==> config.mk <==
export PLATFORM = sky130hd
export DESIGN_NAME = ttl_expiry_table_core
export DESIGN_NICKNAME = d
export VERILOG_FILES = /design/src/design/ttlx_pkg.sv /design/src/design/ttlx_ram.sv /design/src/design/ttl_expiry_table_core.sv
export SDC_FILE = /design/constraint.sdc
export NUM_CORES = 2
export LEC_CHECK = 0
export BUFFER_PORTS_ARGS = -buffer_cell sky130_fd_sc_hd__buf_2
export CAP_MARGIN = 0
export CORE_AREA = 2 2 479 838
export CTS_CLUSTER_DIAMETER = 30
export DETAILED_ROUTE_END_ITERATION = 10
export DIE_AREA = 0 0 481 840
export GPL_ROUTABILITY_DRIVEN = 0
export PLACE_DENSITY = 0.43
export RECOVER_POWER = 100
export SETUP_SLACK_MARGIN = 0.1
export SKIP_CTS_REPAIR_TIMING = 1
export SYNTH_ARGS = -nofsm -noshare
export SYNTH_HDL_FRONTEND = slang
export SYNTH_SLANG_ARGS = --single-unit
==> constraint.sdc <==
create_clock -name clk_i -period 36.4 [get_ports clk_i]
set_input_delay 9.1 -clock clk_i [delete_from_list [all_inputs] [get_ports clk_i]]
set_output_delay 9.1 -clock clk_i [all_outputs]
set_load 0.02 [all_outputs]
==> src/design/ttlx_pkg.sv <==
// Shared types and constants for the TTL expiry table.
// No dependencies; imported by ttl_expiry_table_core.
`default_nettype none

package ttlx_pkg;

  localparam int unsigned CMD_W    = 3;
  localparam int unsigned DATA_W   = 32;
  localparam int unsigned STATUS_W = 2;
  localparam int unsigned CNT_W    = 5;

  typedef enum logic [CMD_W-1:0] {
    CMD_ADD    = 3'd0,
    CMD_GET    = 3'd1,
    CMD_REMOVE = 3'd2,
    CMD_CLEAR  = 3'd3,
    CMD_TICK   = 3'd4
  } cmd_e;

  typedef enum logic [STATUS_W-1:0] {
    ST_OK   = 2'd0,
    ST_MISS = 2'd1,
    ST_FULL = 2'd2
  } status_e;

  // One table row as held in the entry memory.
  typedef struct packed {
    logic [DATA_W-1:0] key;
    logic [DATA_W-1:0] payload;
    logic [DATA_W-1:0] lifetime;
    logic [DATA_W-1:0] elapsed;
    logic              sliding;
  } entry_t;

endpackage

`default_nettype wire

==> src/design/ttlx_ram.sv <==
// Generic single-port-write, single-port-read RAM with a registered read.
// No dependencies; used for the entry store of the TTL expiry table.
`default_nettype none

module ttlx_ram #(
  parameter int unsigned WIDTH = 8,
  parameter int unsigned DEPTH = 16
) (
  input  wire logic                     clk_i,
  input  wire logic                     we_i,
  input  wire logic [$clog2(DEPTH)-1:0] waddr_i,
  input  wire logic [WIDTH-1:0]         wdata_i,
  input  wire logic                     re_i,
  input  wire logic [$clog2(DEPTH)-1:0] raddr_i,
  output logic      [WIDTH-1:0]         rdata_o
);

  logic [WIDTH-1:0] mem_q [DEPTH];

  always_ff @(posedge clk_i) begin
    if (we_i) begin
      mem_q[waddr_i] <= wdata_i;
    end
    if (re_i) begin
      rdata_o <= mem_q[raddr_i];
    end
  end

endmodule

`default_nettype wire

==> src/design/ttl_expiry_table_core.sv <==
// Top level of the TTL expiry table: sequencer, valid bits and result register.
// Depends on ttlx_pkg (types, codes) and ttlx_ram (entry memory).
//
// Usage:
//  - Issue a transaction by raising start with cmd_i and its operands; it is
//    taken at a rising edge where start is high and busy is low.
//  - Clear answers in the cycle right after acceptance and leaves busy low, so
//    another transaction can be taken at the next edge. Unused command codes
//    answer the same way, with all result fields zero.
//  - Add, get, remove and tick walk every row of the entry memory, one read a
//    cycle, so their result appears only after the S_SCAN and S_FIN states, and
//    busy falls as the result appears: the single read port of the entry memory
//    sets the length of the scan. Tick writes each updated row back in the cycle
//    after its read; add, and a get that hits a sliding entry, write one row in
//    the final cycle.
//  - The result appears for exactly one cycle with done_o high; the receiver
//    cannot stall it, so it must take it in that cycle.
//  - Reset clears every valid bit at once; row contents need no clearing
//    because only rows marked valid are ever interpreted.
`default_nettype none

module ttl_expiry_table_core #(
  parameter int unsigned ENTRIES = 16
) (
  input  wire logic                            clk_i,
  input  wire logic                            rst_ni,
  input  wire logic                            start,
  output logic                                 busy,
  input  wire logic [ttlx_pkg::CMD_W-1:0]      cmd_i,
  input  wire logic [ttlx_pkg::DATA_W-1:0]     key_i,
  input  wire logic [ttlx_pkg::DATA_W-1:0]     payload_i,
  input  wire logic [ttlx_pkg::DATA_W-1:0]     lifetime_i,
  input  wire logic                            sliding_i,
  input  wire logic [ttlx_pkg::DATA_W-1:0]     delta_i,
  output logic                                 done_o,
  output logic                                 hit_o,
  output logic      [ttlx_pkg::DATA_W-1:0]     value_o,
  output logic      [ttlx_pkg::STATUS_W-1:0]   status_o,
  output logic      [ttlx_pkg::CNT_W-1:0]      evicted_count_o
);

  import ttlx_pkg::*;

  localparam int unsigned IDX_W = $clog2(ENTRIES);
  localparam logic [IDX_W-1:0] LAST_IDX = IDX_W'(ENTRIES - 1);
  localparam logic [CNT_W-1:0] CNT_MAX = '1;

  typedef enum logic [1:0] {
    S_IDLE,
    S_SCAN,
    S_FIN
  } state_e;

  state_e              state_q;
  logic [ENTRIES-1:0]  valid_q;

  // Latched transaction.
  cmd_e                cmd_q;
  logic [DATA_W-1:0]   key_q;
  logic [DATA_W-1:0]   payload_q;
  logic [DATA_W-1:0]   lifetime_q;
  logic                sliding_q;
  logic [DATA_W-1:0]   delta_q;

  // Scan pipeline: read issue and compare stages.
  logic [IDX_W-1:0]    rd_idx_q;
  logic                rd_go_q;
  logic [IDX_W-1:0]    cmp_idx_q;
  logic                cmp_vld_q;

  // Scan findings.
  logic                found_q;
  logic [IDX_W-1:0]    found_idx_q;
  entry_t              found_row_q;
  logic                free_ok_q;
  logic [IDX_W-1:0]    free_idx_q;
  logic [CNT_W-1:0]    evict_cnt_q;

  // Result register.
  logic                done_q;
  logic                hit_q;
  logic [DATA_W-1:0]   value_q;
  status_e             status_q;
  logic [CNT_W-1:0]    evicted_q;

  // Memory ports.
  entry_t              rd_row;
  entry_t              wr_row;
  logic [$bits(entry_t)-1:0] rd_data;
  logic                mem_we;
  logic [IDX_W-1:0]    mem_waddr;

  logic                row_live;
  logic                key_match;
  logic [DATA_W:0]     elapsed_sum;
  logic [DATA_W-1:0]   elapsed_d;
  logic                expired;

  assign rd_row    = entry_t'(rd_data);
  assign row_live  = cmp_vld_q && valid_q[cmp_idx_q];
  assign key_match = row_live && (rd_row.key == key_q);

  // Saturating elapsed-time update for tick.
  assign elapsed_sum = {1'b0, rd_row.elapsed} + {1'b0, delta_q};
  assign elapsed_d   = elapsed_sum[DATA_W] ? '1 : elapsed_sum[DATA_W-1:0];
  assign expired     = elapsed_d >= rd_row.lifetime;

  // Write port: tick write-back during the scan, single-row update at the end.
  always_comb begin
    mem_we    = 1'b0;
    mem_waddr = cmp_idx_q;
    wr_row    = rd_row;
    wr_row.elapsed = elapsed_d;
    if (state_q == S_SCAN) begin
      mem_we = row_live && (cmd_q == CMD_TICK);
    end else if (state_q == S_FIN) begin
      if (cmd_q == CMD_ADD) begin
        mem_we    = found_q || free_ok_q;
        mem_waddr = found_q ? found_idx_q : free_idx_q;
        wr_row    = '{key: key_q, payload: payload_q, lifetime: lifetime_q,
                      elapsed: '0, sliding: sliding_q};
      end else if (cmd_q == CMD_GET) begin
        // A hit on a sliding entry restarts its clock.
        mem_we    = found_q && found_row_q.sliding;
        mem_waddr = found_idx_q;
        wr_row    = found_row_q;
        wr_row.elapsed = '0;
      end
    end
  end

  ttlx_ram #(
    .WIDTH ($bits(entry_t)),
    .DEPTH (ENTRIES)
  ) u_entry_ram (
    .clk_i   (clk_i),
    .we_i    (mem_we),
    .waddr_i (mem_waddr),
    .wdata_i (wr_row),
    .re_i    (rd_go_q),
    .raddr_i (rd_idx_q),
    .rdata_o (rd_data)
  );

  always_ff @(posedge clk_i or negedge rst_ni) begin
    if (!rst_ni) begin
      state_q     <= S_IDLE;
      valid_q     <= '0;
      cmd_q       <= CMD_ADD;
      key_q       <= '0;
      payload_q   <= '0;
      lifetime_q  <= '0;
      sliding_q   <= 1'b0;
      delta_q     <= '0;
      rd_idx_q    <= '0;
      rd_go_q     <= 1'b0;
      cmp_idx_q   <= '0;
      cmp_vld_q   <= 1'b0;
      found_q     <= 1'b0;
      found_idx_q <= '0;
      found_row_q <= '0;
      free_ok_q   <= 1'b0;
      free_idx_q  <= '0;
      evict_cnt_q <= '0;
      done_q      <= 1'b0;
      hit_q       <= 1'b0;
      value_q     <= '0;
      status_q    <= ST_OK;
      evicted_q   <= '0;
    end else begin
      done_q    <= 1'b0;
      cmp_vld_q <= rd_go_q;
      cmp_idx_q <= rd_idx_q;

      // Advance the read pointer; stop after the last row.
      if (rd_go_q) begin
        if (rd_idx_q == LAST_IDX) begin
          rd_go_q <= 1'b0;
        end else begin
          rd_idx_q <= rd_idx_q + 1'b1;
        end
      end

      unique case (state_q)
        S_IDLE: begin
          if (start) begin
            cmd_q       <= cmd_e'(cmd_i);
            key_q       <= key_i;
            payload_q   <= payload_i;
            lifetime_q  <= lifetime_i;
            sliding_q   <= sliding_i;
            delta_q     <= delta_i;
            found_q     <= 1'b0;
            free_ok_q   <= 1'b0;
            evict_cnt_q <= '0;
            case (cmd_e'(cmd_i))
              CMD_ADD, CMD_GET, CMD_REMOVE, CMD_TICK: begin
                state_q  <= S_SCAN;
                rd_idx_q <= '0;
                rd_go_q  <= 1'b1;
              end
              CMD_CLEAR: begin
                valid_q   <= '0;
                done_q    <= 1'b1;
                hit_q     <= 1'b0;
                value_q   <= '0;
                status_q  <= ST_OK;
                evicted_q <= '0;
              end
              default: begin
                // Unused codes: answer with an all-zero result.
                done_q    <= 1'b1;
                hit_q     <= 1'b0;
                value_q   <= '0;
                status_q  <= ST_OK;
                evicted_q <= '0;
              end
            endcase
          end
        end

        S_SCAN: begin
          if (cmp_vld_q) begin
            if (key_match && !found_q) begin
              found_q     <= 1'b1;
              found_idx_q <= cmp_idx_q;
              found_row_q <= rd_row;
            end
            if (!valid_q[cmp_idx_q] && !free_ok_q) begin
              free_ok_q  <= 1'b1;
              free_idx_q <= cmp_idx_q;
            end
            if (cmd_q == CMD_TICK && row_live && expired) begin
              valid_q[cmp_idx_q] <= 1'b0;
              if (evict_cnt_q != CNT_MAX) begin
                evict_cnt_q <= evict_cnt_q + 1'b1;
              end
            end
            if (cmp_idx_q == LAST_IDX) begin
              state_q <= S_FIN;
            end
          end
        end

        S_FIN: begin
          state_q   <= S_IDLE;
          done_q    <= 1'b1;
          hit_q     <= 1'b0;
          value_q   <= '0;
          status_q  <= ST_OK;
          evicted_q <= '0;
          case (cmd_q)
            CMD_ADD: begin
              if (found_q) begin
                valid_q[found_idx_q] <= 1'b1;
              end else if (free_ok_q) begin
                valid_q[free_idx_q] <= 1'b1;
              end else begin
                status_q <= ST_FULL;
              end
            end
            CMD_GET: begin
              hit_q    <= found_q;
              value_q  <= found_q ? found_row_q.payload : '0;
              status_q <= found_q ? ST_OK : ST_MISS;
            end
            CMD_REMOVE: begin
              hit_q    <= found_q;
              status_q <= found_q ? ST_OK : ST_MISS;
              if (found_q) begin
                valid_q[found_idx_q] <= 1'b0;
              end
            end
            CMD_TICK: begin
              evicted_q <= evict_cnt_q;
            end
            default: begin
              hit_q <= 1'b0;
            end
          endcase
        end

        default: begin
          state_q <= S_IDLE;
        end
      endcase
    end
  end

  assign busy            = (state_q != S_IDLE);
  assign done_o          = done_q;
  assign hit_o           = hit_q;
  assign value_o         = value_q;
  assign status_o        = status_q;
  assign evicted_count_o = evicted_q;

  // The result strobe always coincides with readiness for the next transaction.
  a_done_idle: assert property (@(posedge clk_i) disable iff (!rst_ni)
    done_o |-> !busy)
    else $error("result strobe while busy");

  // Clear empties the table and answers in the next cycle.
  a_clear: assert property (@(posedge clk_i) disable iff (!rst_ni)
    (start && !busy && cmd_i == CMD_CLEAR) |=> (done_o && valid_q == '0))
    else $error("clear did not empty the table");

  // A full status is only reported when every row is occupied.
  a_full: assert property (@(posedge clk_i) disable iff (!rst_ni)
    (done_o && status_o == ST_FULL) |-> (&valid_q))
    else $error("full status with a free row");

  // Only a tick result reports evictions.
  a_evict_strobe: assert property (@(posedge clk_i) disable iff (!rst_ni)
    (done_o && evicted_count_o != '0) |-> (cmd_q == CMD_TICK))
    else $error("eviction count outside a tick result");

  // Memory write port is idle whenever no transaction is in progress.
  a_no_idle_write: assert property (@(posedge clk_i) disable iff (!rst_ni)
    !busy |-> !mem_we)
    else $error("entry memory written while idle");

endmodule

`default_nettype wire
* Word-level counts from Yosys, hierarchy flattened *
Memory sizes are Yosys's and may differ from the RTL's. A register that Yosys moved wholly into a read port is not among the register bits.
Cells that the tools add are included.

word-level totals
  register bits after elaboration = 313
  latch bits = 0
  RAM bits = 2064
  memory bits (read-only) = 0
  input port bits = 135
  output and inout bits = 42
  word-level logic and storage cells = 184
  memories kept = 1

memory list
  name               words  bits a word  rd ports  clocked after Yosys merged registers in  wr ports  line            source
  u_entry_ram.mem_q  16     129          1         1                                        1         ttlx_ram.sv:18  logic [WIDTH-1:0] mem_q [DEPTH];

operators by class
  $add $sub $neg = 3
  multiply operators = 0
  div/mod/pow operators = 0
  magnitude comparators = 7
  equality and inequality tests = 26
  shift operators = 0
  muxes and demuxes = 83
  bitwise logic cells = 6
  reductions and logical operators = 32

operators with widths
  operator                                                                             count
  129-bit 2-to-1 mux                                                                   4
  32-bit 2-to-1 mux                                                                    5
  16-bit 2-to-1 mux                                                                    7
  32-bit one-hot mux with 2 select lines                                               1
  16-bit one-hot mux with 3 select lines                                               1
  4-bit 2-to-1 mux                                                                     10
  5-bit 2-to-1 mux                                                                     7
  32-bit by 32-bit adder with 33-bit output                                            1
  16-bit bitwise AND                                                                   2
  32-bit == test                                                                       1
  32-bit greater-or-equal comparator                                                   1
  16-bit inverter                                                                      2
  16-bit OR                                                                            2
  16-bit one-hot mux with 2 select lines                                               1
  1-bit 2-to-1 mux                                                                     26
  5-bit one-hot mux with 2 select lines                                                2
  2-bit 2-to-1 mux                                                                     8
  4-bit by 5-bit < comparator with 1-bit output, second input constant                 3
  2-bit by 1-bit != test with 1-bit output, second input constant                      7
  1-bit demux with 4-bit select                                                        3
  4-bit by 1-bit greater-or-equal comparator with 1-bit output, second input constant  3
  2-bit one-hot mux with 2 select lines                                                3
  4-bit AND reduction                                                                  3
  1-bit logical AND                                                                    10
  other kinds (27)                                                                     44

* Depth between registers and ports, before layout *
  word-level depth = 9
  mapped depth = 22
  gate-level depth less buffers = 19

* By module *
Synthesis repeated with hierarchy kept, for this count alone.

second synthesis, totals
  cells, all modules = 5216
  area total of the unflattened synthesis = 99967.1 µm²

modules (own cells, without submodules)
  module                 times used  cells each  area each (µm²)  seq. area each (µm²)
  ttlx_ram               1           3370        81605.8          65853.2
  ttl_expiry_table_core  1           1846        18361.4          7832.5

* Worst setup path after synthesis *
Ideal clock, no wire load.

  path kind = reg-to-reg
  start = register state_q[0]
  end = memory u_entry_ram.mem_q[12][0] (netlist name) (enable)
  library setup time = 933 ps
  arrival time = 13932 ps
  required time = 35467 ps
  path slack = 21535 ps
  cell stages (with the launch flop) = 10
  cells stage by stage = dfrtp_1 -> inv_1 -> ha_1 -> nand2b_1 -> or3_1 -> clkbuf_1 -> nand2_1 -> o21ai_0 -> clkbuf_1 -> nor4_1

on the way
  word-level cells in the longest chain between the ends = 5
  elaborated cells on any way between the ends = 8

RTL lines
  what                                    line                          source
  start: declaration                      ttl_expiry_table_core.sv:54   state_e state_q;
  start signal: assignment                ttl_expiry_table_core.sv:147  state_q <= S_IDLE;
  start signal: assignment                ttl_expiry_table_core.sv:198  state_q <= S_SCAN;
  start signal: assignment                ttl_expiry_table_core.sv:240  state_q <= S_FIN;
  2-bit == test                           ttl_expiry_table_core.sv:116  end else if (state_q == S_FIN) begin
  1-bit 2-to-1 mux                        ttl_expiry_table_core.sv:116
  1-bit 2-to-1 mux                        ttl_expiry_table_core.sv:114  if (state_q == S_SCAN) begin
  1-bit 2-to-1 mux                        ttlx_ram.sv:21                if (we_i) begin
  1-bit 2-to-1 mux (implied by the code)  ttlx_ram.sv:22                mem_q[waddr_i] <= wdata_i;
  end: declaration                        ttlx_ram.sv:18

Several ways; a longest one is shown, not always the timed one.

* Final worst setup path *
  start = register state_q[0]
  end = memory u_entry_ram.mem_q[5][52] (netlist name) (enable)

The elaborated chain is that of the path after synthesis.

==> impl_metrics.yaml <==
synthesis:
  yosys-top-cells-area: "edfxtp_1, mux4_2, dfrtp_1"
  syn_area_per_cell_um2: 20.49
  synth_cell_types: 67
  synth_xor_area_frac: 0.005220
  yosys.area.top_type: "edfxtp_1"
  syn-num-nets: 5038
  synth_cells: 4832
  synth_most_common_cell: "edfxtp_1"
  synth-async-reset-ratio: 0.1249
  yosys_warnings: 0
  ys_ff_latch: 2506
  ys_seq_area_frac: 0.7443
  synthMuxAreaShare: 0.1824
  synthTopCellsByCount: "edfxtp_1, mux4_2, dfrtp_1"
  synthAdderAreaFrac: 0.009151
  synth_top_cell_area_share: 0.6652
  synth-compound-area-share: 0.02308
  synth-edff-count: 2193
  yosys.area_share.simple: 0.02413
  synth_area_um2: 99000
  synth_top_family_by_area: "multiplexers"
  ys.flop_type: "edfxtp_1"
drt:
  ant_nets: 0
  wl_met2_um: 149900
  drt-met1-wl_um: 123700
  highest_layer: "met5"
  wire_per_inst_um: 26.68
  avgViaCountPerCell: 4.538
  drt_first_pass_iters: 5
  first_iter_violations: 3945
  route.met3.wl_um: 11310
  finalWirelength_um: 292200
  drc: 0
  via_count: 49710
global_routing:
  grt_usage: 0.1428
  overflow: 0
  grt_max_degree: 134
  grt_pass1_wl_um: 415100
  grt_pass1_vias: 54300
  antenna_found_initial: 19
placed_design:
  dp_hpwl_um: 158300
  placed_cell_area_um2: 107200
  dp_cells: 10200
  io_buffers: 176
timing:
  worst_pin_slew_ns: 9.393
  finalSetupViolCount: 0
  slew_headroom: -5.262
  rsz0062_at_grt: "no"
  period_minus_slack_ns: 20.25
  max_freq_ghz: 0.04938
  finalCritPeriodShare: 0.5563
  hold_viol: 0
  setup-tns-final_ns: 0
  skew_ns: 0.09677
  drv_slew: 3909
critical_path:
  cp.required_ns: 36.63
  end_kind: "register"
  path_max_fanout: 133
  start_kind: "register"
  cp_slowest_stage_delay_ns: 5.58
  critPathArrivalTime_ns: 20.48
  slowest_stage: "clkbuf_1"
  timing.critical_path.mode_cell: "clkbuf_1"
  crit_chain: "inv_1, ha_1, nand2b_1, or3_1, clkbuf_1, o21ai_0, nor2b_1, and2_0, clkbuf_1, clkbuf_1"
  ff2ff_setup_slack_ns: 16.15
  ff2ff_path_depth: 10
  crit_type: "reg2reg"
layout:
  fin_area_um2: 120100
  area_growth_pct: 21.29
  drive_gt1_frac: 0.2965
  fin_nets: 5556
  fin_util: 0.3017
  stdcell_count: 10950
die:
  core_um2: 397900
  initial_core_util: 0.2488
  dieArea_um2: 404000
  io_pins: 177
  die_h_um: 840
  fp-row-count: 307
  fp.dieW_um: 481
clocking:
  cts.path.max_buffers: 4
  clock-root-buffer: "clkbuf_16"
  clk_latency_ns: 0.93
  cts_num_sinks: 2506
  clk_pin_slew_ns: 0.06
  numCtsBuffers: 404
  cts_tree: "done"
  htreeDepth: 5
run_status:
  violations: "max-capacitance violations, max-slew violations"
  status: "finished with violations"
power:
  p_leak_nw: 39.78
  p_total_w: 0.01124
  power_density_nw_per_um2: 93.61
  ir_drop_mv: 0.06515
min_path:
  hp-class: "reg2reg"
  hold_depth: 2
run:
  max-cap-violations: 98
-- logic make-up (layout without fill, tap and decap cells) --
kind of cell               after synthesis  count (layout)
other                                    0               7
AOI/OAI and AO/OA                      391             391
muxes                                  966             966
DFF                                   2506            2506
adders and majority gates               72              72
buffers and inverters                  304            1166
xor gates and xnor gates                59              59
and+or+nand+nor                        534             534
-- critical path, delay by kind of cell (launching register included) --
kind / cells / cell delay, ns
buf+inv: 4 / 13.02
simple gates: 4 / 3.78
compound gates: 1 / 1.78
flops: 1 / 0.35
fa+ha+maj: 1 / 0.30
-- area by class of cell --
class	count	area [µm²]
fill	39020	277900
tap	5253	6573
clock inverter	280	3113
sequential	2506	73690
inverter	48	180.2
multi-input combinational	2022	24180
antenna	7	17.52
timing repair buffer	368	1660
clock buffer	470	10660
-- layout by cell type (no fill, tap or decap), types with 22 or more instances in the layout --
| cell | n |
|---|---|
| clkinv_1 | 37 |
| a21oi_1 | 98 |
| and2_0 | 22 |
| clkbuf_16 | 411 |
| inv_6 | 56 |
| edfxtp_1 | 2193 |
| buf_2 | 131 |
| dfrtp_1 | 312 |
| mux2_2 | 205 |
| mux4_2 | 648 |
| nor2b_1 | 22 |
| mux2i_1 | 109 |
| clkinv_2 | 38 |
| nand3_1 | 60 |
| buf_4 | 22 |
| nor2_1 | 58 |
| clkbuf_1 | 257 |
| o21ai_0 | 184 |
| clkinvlp_4 | 48 |
| ha_1 | 70 |
| inv_1 | 48 |
| clkinv_4 | 37 |
| bufinv_16 | 43 |
| xnor2_1 | 46 |
| nand2_1 | 294 |
-- layer usage --
metal / track usage / vias up
li1: - / 20970
met1: 0.1842 / 27150
met2: 0.2496 / 1171
met3: 0.01941 / 422
met4: 0.03929 / 4
met5: 0 / -
-- sequential cells by signal, summed over array words and instances (netlist names), 3 cells and up --
register / cells
u_entry_ram.rdata_o: 129
cmp_idx_q: 4
delta_q: 32
payload_q: 32
evicted_count_o: 5
cmd_q: 3
found_row_q: 97
valid_q: 16
evict_cnt_q: 5
free_idx_q: 4
value_o: 32
rd_idx_q: 4
lifetime_q: 32
found_idx_q: 4
u_entry_ram.mem_q: 2064
key_q: 32
-- final timing paths --
kind,startpoint,endpoint
min in group asynchronous,rst_ni,key_q[9]
hold reg to reg,value_o[16],value_o[16]
max in group asynchronous,rst_ni,found_row_q[55]
setup reg to reg,state_q[0],u_entry_ram.mem_q[5][52]
setup / recovery,state_q[0],u_entry_ram.mem_q[5][52]
hold / removal,value_o[16],value_o[16]
-- metrics by stage --
stage | setup WS [ns] | hold WS, ns
final | 16.15 | 0.4679
after global routing | 14.78 | 0.4976
after CTS | 24.93 | 0.4702
after detailed placement | 24.81 | 0.4585
after global placement | 24.84 | 0.4666
after floorplan | 21.53 | 0.3519
-- power by group --
group / internal [W] / switching, W
Clock: 0.00243 / 0.00145
Sequential: 0.00402 / 0.000234
Combinational: 0.00123 / 0.00188
Power figures use the tool's default switching activity.
